$ cat config.mk
export PLATFORM = sky130hd
export DESIGN_NAME = pipr_cross
export DESIGN_NICKNAME = d
export VERILOG_FILES = /design/src/rtl/point_in_polygon_ray_parity_defines.svh /design/src/rtl/pipr_pkg.sv /design/src/rtl/pipr_cross.sv
export SDC_FILE = /design/constraint.sdc
export NUM_CORES = 2
export LEC_CHECK = 0
export ABC_CLOCK_PERIOD_IN_PS = 8900
export BUFFER_PORTS_ARGS = -buffer_cell sky130_fd_sc_hd__buf_2
export CORE_ASPECT_RATIO = 0.5
export CORE_UTILIZATION = 28
export CTS_CLUSTER_DIAMETER = 200
export DETAILED_ROUTE_END_ITERATION = 8
export PLACE_DENSITY = 0.48
export SETUP_SLACK_MARGIN = 0.3
export SYNTH_ARGS = -nofsm -noshare
export SYNTH_HDL_FRONTEND = slang
export SYNTH_SLANG_ARGS = --single-unit
$ cat constraint.sdc
create_clock -name clk -period 8.9 [get_ports clk]
set_clock_uncertainty 0.1 [all_clocks]
set_input_delay 1.335 -clock clk [delete_from_list [all_inputs] [get_ports clk]]
set_output_delay 1.335 -clock clk [all_outputs]
set_load 0.03 [all_outputs]
$ cat src/rtl/point_in_polygon_ray_parity_defines.svh
// assertion macros for the point in polygon block
`ifndef POINT_IN_POLYGON_RAY_PARITY_DEFINES_SVH
`define POINT_IN_POLYGON_RAY_PARITY_DEFINES_SVH

// same-cycle implication, clocked on clk, off while arst_n is low
`define PIPR_CHECK(name, ante, cons, msg) \
	name: assert property (@(posedge clk) disable iff (!arst_n) (ante) |-> (cons)) \
		else $error(msg);

// next-cycle implication
`define PIPR_CHECK_NEXT(name, ante, cons, msg) \
	name: assert property (@(posedge clk) disable iff (!arst_n) (ante) |=> (cons)) \
		else $error(msg);

`endif

$ cat src/rtl/pipr_pkg.sv
package pipr_pkg;

	localparam int MAX_EDGES  = 256;
	localparam int COORD_BITS = 16;
	localparam int ADDR_BITS  = (MAX_EDGES > 1) ? $clog2(MAX_EDGES) : 1;
	localparam int CNT_BITS   = $clog2(MAX_EDGES + 1);

	// ray direction (sqrt2, sqrt3) in Q1.14
	localparam int DIR_BITS  = 16;
	localparam logic signed [DIR_BITS-1:0] RAY_DX = DIR_BITS'(23170);
	localparam logic signed [DIR_BITS-1:0] RAY_DY = DIR_BITS'(28378);

	localparam int DIFF_BITS  = COORD_BITS + 1;
	localparam int PROD_BITS  = DIFF_BITS + DIR_BITS;
	localparam int LIN_BITS   = PROD_BITS + 1;
	localparam int CPROD_BITS = 2 * DIFF_BITS;
	localparam int CRS_BITS   = CPROD_BITS + 1;

	localparam logic [1:0] CMD_CLEAR = 2'd0;
	localparam logic [1:0] CMD_ADD   = 2'd1;
	localparam logic [1:0] CMD_QUERY = 2'd2;

	typedef logic signed [COORD_BITS-1:0] coord_t;

	typedef struct packed {
		coord_t sx;
		coord_t sy;
		coord_t ex;
		coord_t ey;
	} seg_t;

	typedef struct packed {
		logic busy;
		logic hit_valid;
		logic hit;
	} cross_stat_t;

	typedef enum logic [1:0] {
		ST_IDLE,
		ST_SCAN,
		ST_FLUSH,
		ST_RESULT
	} state_t;

endpackage

$ cat src/rtl/pipr_cross.sv
module pipr_cross
	import pipr_pkg::*;
(
	input  logic        clk,
	input  logic        arst_n,
	input  logic        seg_valid,
	input  seg_t        seg,
	input  coord_t      px,
	input  coord_t      py,
	output cross_stat_t stat
);

	logic v_s2, v_s3, v_s4, v_s5;

	logic signed [DIFF_BITS-1:0] v1x_s2, v1y_s2, v2x_s2, v2y_s2;

	logic signed [PROD_BITS-1:0]  dx_v2y_s3, dy_v2x_s3, dx_v1y_s3, dy_v1x_s3;
	logic signed [CPROD_BITS-1:0] v2x_v1y_s3, v2y_v1x_s3;

	logic signed [LIN_BITS-1:0] den_s4, num_s4;
	logic signed [CRS_BITS-1:0] crs_s4;

	logic hit_s5;
	logic den_nz, crs_nz, num_pos, num_neg, hit_d;

	always_ff @(posedge clk or negedge arst_n) begin
		if (!arst_n) begin
			v_s2 <= 1'b0;
			v_s3 <= 1'b0;
			v_s4 <= 1'b0;
			v_s5 <= 1'b0;
		end else begin
			v_s2 <= seg_valid;
			v_s3 <= v_s2;
			v_s4 <= v_s3;
			v_s5 <= v_s4;
		end
	end

	// edge and probe vectors relative to the edge start
	always_ff @(posedge clk) begin
		v1x_s2 <= DIFF_BITS'(px) - DIFF_BITS'(seg.sx);
		v1y_s2 <= DIFF_BITS'(py) - DIFF_BITS'(seg.sy);
		v2x_s2 <= DIFF_BITS'(seg.ex) - DIFF_BITS'(seg.sx);
		v2y_s2 <= DIFF_BITS'(seg.ey) - DIFF_BITS'(seg.sy);
	end

	always_ff @(posedge clk) begin
		dx_v2y_s3  <= PROD_BITS'(RAY_DX) * PROD_BITS'(v2y_s2);
		dy_v2x_s3  <= PROD_BITS'(RAY_DY) * PROD_BITS'(v2x_s2);
		dx_v1y_s3  <= PROD_BITS'(RAY_DX) * PROD_BITS'(v1y_s2);
		dy_v1x_s3  <= PROD_BITS'(RAY_DY) * PROD_BITS'(v1x_s2);
		v2x_v1y_s3 <= CPROD_BITS'(v2x_s2) * CPROD_BITS'(v1y_s2);
		v2y_v1x_s3 <= CPROD_BITS'(v2y_s2) * CPROD_BITS'(v1x_s2);
	end

	always_ff @(posedge clk) begin
		den_s4 <= LIN_BITS'(dx_v2y_s3) - LIN_BITS'(dy_v2x_s3);
		num_s4 <= LIN_BITS'(dx_v1y_s3) - LIN_BITS'(dy_v1x_s3);
		crs_s4 <= CRS_BITS'(v2x_v1y_s3) - CRS_BITS'(v2y_v1x_s3);
	end

	// strict 0 < t2 < 1 and t1 > 0, parallel edges rejected
	always_comb begin
		den_nz  = (den_s4 != '0);
		crs_nz  = (crs_s4 != '0);
		num_pos = !num_s4[LIN_BITS-1] && (num_s4 != '0);
		num_neg = num_s4[LIN_BITS-1];
		hit_d   = den_nz && crs_nz && (crs_s4[CRS_BITS-1] == den_s4[LIN_BITS-1]) &&
			(den_s4[LIN_BITS-1] ? (num_neg && (num_s4 > den_s4))
			                    : (num_pos && (num_s4 < den_s4)));
	end

	always_ff @(posedge clk) begin
		hit_s5 <= hit_d;
	end

	assign stat.busy      = v_s2 | v_s3 | v_s4 | v_s5;
	assign stat.hit_valid = v_s5;
	assign stat.hit       = hit_s5;

endmodule

# [After elaboration in Yosys (flattened, before gate mapping)]
# Index checks and enable logic that the tools add are counted.
[word_totals] out_inout_bits=3 ff_bits=372 word_cells=48
[op_classes] n_reduce_logical=10 n_lt_le_gt_ge=2 n_eq_ne=1 muxes=1 bitwise_logic=3 add_sub_neg=7 n_mul=6
[ops] cell="$mul 15x17->32 const A" n=4
[ops] cell="$mul 17x17->34" n=2
[ops] cell="$reduce_bool 34->1" n=2
[ops] cell="$sub 16x16->17" n=4
[ops] cell="$sub 33x33->34" n=2
[ops] cell="$reduce_bool 35->1" n=1
[ops] cell="$sub 34x34->35" n=1
[ops] cell="$gt 34x34->1" n=1
[ops] cell="$lt 34x34->1" n=1
[ops] cell="$logic_and 1x1->1" n=6
[ops] cell="$or 1x1->1" n=3
[ops] cell="$eq 1x1->1" n=1
[ops] cell="$logic_not 1->1" n=1
[ops] cell="$mux 1" n=1

# [Longest topological paths before layout]
[logic_depth] depth_word=5 depth_mapped=24 ltp_nobuf=23

# [Least setup slack after synthesis]
# OpenSTA, ideal clock, no wires.
[synth_timing] kind="reg-to-reg" startpoint="register v2x_s2[16]" endpoint="register v2x_v1y_s3[33]" arrival_time_ps=6942 setup_ps=72 setup_slack_ps=1786 required_time_ps=8728 stages_incl_launch_ff=25 cell_sequence="dfxtp_1 clkbuf_1 clkbuf_1 nand2_1 inv_1 fa_1 inv_1 fa_1 fa_1 inv_1 fa_1 fa_1 inv_1 fa_1 inv_1 ha_1 a21o_1 a211o_1 o22a_1 and4_4 a22o_1 o41a_1 a211o_1 a21oi_2 xnor2_1"
[synth_via] elab_chain_len=1
[synth_lines] element="from (decl)" line="pipr_cross.sv:15" rtl="logic signed [DIFF_BITS-1:0] v1x_s2, v1y_s2, v2x_s2, v2y_s2;"
[synth_lines] element="from (signal assigned)" line="pipr_cross.sv:44" rtl="v2x_s2 <= DIFF_BITS'(seg.ex) - DIFF_BITS'(seg.sx);"
[synth_lines] element="$mul 17x17->34" line="pipr_cross.sv:53" rtl="v2x_v1y_s3 <= CPROD_BITS'(v2x_s2) * CPROD_BITS'(v1y_s2);"
[synth_lines] element="to (signal assigned)" line="pipr_cross.sv:53"
[synth_lines] element="to (decl)" line="pipr_cross.sv:18" rtl="logic signed [CPROD_BITS-1:0] v2x_v1y_s3, v2y_v1x_s3;"
# No other way between the ends.

# [Worst setup path after layout]
[layout_timing] startpoint="register v2y_s2[7]" endpoint="register v2y_v1x_s3[32]"
[layout_via] elab_chain_len=1
[layout_lines] element="from (decl)" line="pipr_cross.sv:15"
[layout_lines] element="from (signal assigned)" line="pipr_cross.sv:45" rtl="v2y_s2 <= DIFF_BITS'(seg.ey) - DIFF_BITS'(seg.sy);"
[layout_lines] element="$mul 17x17->34" line="pipr_cross.sv:54" rtl="v2y_v1x_s3 <= CPROD_BITS'(v2y_s2) * CPROD_BITS'(v1x_s2);"
[layout_lines] element="to (signal assigned)" line="pipr_cross.sv:54"
[layout_lines] element="to (decl)" line="pipr_cross.sv:18"
# No other way between the ends.

==> metrics.md <==
| Metric | Value |
|---|---|
| Status | `finished, final reports clean` |
| Die area | `approximately 210000 um^2` |
| Avg WL per Cell | `approximately 18 um` |
| Seq cells post-synth | `370` |
| Die width | `around 640 um` |
| Total Routing Usage GR | `between 10% and 20%` |
| GRT Residual Overflow | `0` |
| Max-slew violation count | `0` |
| Cells after Synth | `6140` |
| Post-CTS setup buffer count | `0` |
| Crit path DAT | `between 7000 and 8000 ps` |
| DRC viols | `0` |
| Worst Tran Pin Value | `1210 ps` |
| Mapped Area | `57500 um^2` |
| Max frequency | `~140 MHz` |
| Final wirelength | `approximately 160000 um` |
| Area share of the largest cell type after synthesis | `between 30% and 40%` |
| Crit path required time | `about 9400 ps` |
| Distinct cells, synth | `just under 80` |
| Post-synth top cells | `inv_1 (1555), fa_1 (983), ha_1 (831)` |
| Clk buf depth | `3` |
| Fin. Hold Viols | `0` |
| Clock sinks | `370` |
| DRT Pass-1 Iters | `5` |
| Via density | `between 4 and 5` |
| Clk_lat worst skew | `around 640 ps` |
| CP Launch Type | `flip-flop` |
| Max FO, Critical Path | `17` |
| Gpl congestion | `~0.89` |
| Synth area leader | `fa_1` |
| Unrepaired setup endpoints after global routing | `no` |
| DP Wirelength | `roughly 140000 um` |
| FFs w/ async S/R, synth | `between 1 and 1.5%` |
| TritonCTS buffer count | `45` |
| Resized cells post-CTS | `0` |
| Vias in the first global route | `41700` |
| Largest net degree at the start of global routing | `26` |
| EDFF count, synth | `0` |
| I/O Buffers | `about 100` |
| Most frequent cell after synthesis | `inv_1` |
| Post-CTS Hold Fix Bufs | `0` |
| Syn Nets | `slightly above 8000` |
| Area growth syn-to-layout | `9.86%` |
| Fin nets | `between 8000 and 9000` |
| DR iter-0 viols | `approximately 2200` |
| Mean Syn Cell Area | `9.37 um^2` |
| Final period util | `approximately four fifths` |
| Min Tclk post-route | `slightly above 7000 ps` |
| CTS tree | `done` |
| Final Core Density | `a little under a third` |
| Worst Hold Class | `flip-flop to flip-flop` |
| Clock root buffer | `clkbuf_16` |
| First-pass GRT wire length | `about 250000 um` |
| Clock slew at reported path FFs | `~60 ps` |
| Vias | `40400` |
| # Max-Cap Violations | `0` |
| Number of synthesis warnings | `0` |
| Final Setup Violations | `0` |
| Critical path type | `flip-flop to flip-flop` |
| Antenna Nets Post-Route | `0` |
| Synth Flop Type | `dfxtp_1` |
| Share of cells above drive strength 1 | `around 4.5%` |
| CP endpoint kind | `flip-flop` |
| Seq/Total Area, Yosys | `12.9%` |
| Initial Util | `between 20 and 30%` |
| Die height | `about 320 um` |
| Row count | `between 100 and 150` |
| Antenna violations before repair | `16` |
| Area contributors post-synth | `fa_1 (34%), ha_1 (18%), dfxtp_1 (13%)` |
| Ports | `102` |
| Max_slew headroom | `between 10% and 20%` |
| Total negative setup slack | `0 ps` |
| Core Area | `approximately 200000 um^2` |
| CTS H-Tree Depth | `2` |
## critical path, stage by stage, from the launching register on
cell	delay, ps
dfxtp_1	1100
buf_4	310
nand2_1	90
fa_1	500
inv_1	50
fa_1	480
fa_1	580
fa_1	440
fa_1	490
inv_1	50
fa_1	490
inv_1	50
ha_1	360
a21o_1	180
a21o_1	160
a21o_1	180
nand2_1	90
o21ai_0	110
o21ai_0	490
o31ai_1	200
o41ai_1	420
xnor2_1	160
## cells by family (layout without fill, tap and decap cells)
family	after synthesis	in the layout	share of synthesized area (%)
XOR/XNOR	282	282	4.29
AO/OA/AOI/OAI	764	764	8.73
buffers and inverters	1642	1803	10.7
other	0	1	0
flip-flops	370	370	12.9
multiplexers	5	5	0.0870
AND/OR/NAND/NOR	1263	1263	11.0
adder cells (fa/ha/maj)	1814	1814	52.3
## routing by layer
layer / part of all wire, % / wire length [um] / vias to the layer above / GRT usage (%)
met3: 5.2 / 8230 / 161 / 2.52
met4: 3.5 / 5580 / 4 / 5.20
met2: 45 / 71700 / 736 / 25.3
met1: 46 / 74000 / 20100 / 21.2
li1: - / - / 19400 / -
met5: 0.021 / 33 / - / 0
## placed cells by master, fill, tap and decap left out, drive strengths merged, types with 8 or more instances in the layout
cell type,instances
xnor2,214
nor2b,51
and2,305
or3,24
nand3,63
or2,17
buf,165
a211o,18
a221oi,9
and3,24
o21a,52
o31a,9
and4,8
a31oi,23
nand2b,35
xor2,68
a2111oi,9
dfxtp,366
a21o,108
o21ai,144
or4,8
o211ai,20
a211oi,31
o21bai,27
ha,831
nor3,70
inv,1559
fa,983
nand2,388
nor4,31
nor2,197
clkinv,13
nand4,29
o31ai,17
a21boi,18
a21oi,211
a31o,8
clkbuf,57
## flip-flops by register name, summed over array words and instances (netlist names)
name	cells
dy_v1x_s3	32
dy_v2x_s3	32
den_s4	33
v_s5	1
v1x_s2	17
v2x_s2	17
v2y_v1x_s3	34
crs_s4	35
v1y_s2	17
dx_v2y_s3	32
dx_v1y_s3	32
hit_s5	1
v_s2	1
num_s4	33
v_s3	1
v2x_v1y_s3	34
v_s4	1
v2y_s2	17
## stage by stage
stage	hold slack, ps	worst slack, ps	area, um^2	instances
final	267	1720	63200	9039
after global routing	282	1400	63200	9038
after CTS	268	1710	63200	9038
after detailed placement	255	1770	61600	8955
after global placement	251	1790	61600	8955
after floorplan	246	1790	57500	6140
## path summary, 6_finish.rpt
check / from / to / slack (ps) / depth (start not counted)
worst max-delay path: v2y_s2[7] / v2y_v1x_s3[32] / 1720 / 21
min in group asynchronous: arst_n / v_s5 / 400 / 1
worst min register to register: v_s4 / v_s5 / 270 / 0
max in group asynchronous: arst_n / v_s2 / 8190 / 1
worst max register to register: v2y_s2[7] / v2y_v1x_s3[32] / 1720 / 21
worst min-delay path: v_s4 / v_s5 / 270 / 0
## layout make-up
cell class | instances | area, um^2
Inverter | 1555 | 5840
Fill cell | 21500 | 141000
Tap cell | 2737 | 3420
Timing Repair Buffer | 165 | 1010
Clock inverter | 26 | 308
Sequential cell | 370 | 7430
Clock buffer | 57 | 1260
Multi-Input combinational cell | 4128 | 43900
Antenna cell | 1 | 2.50
Power is left out: the tool's default activity adds up to more than one toggle a clock period on the data nets, which glitch-free logic cannot reach.
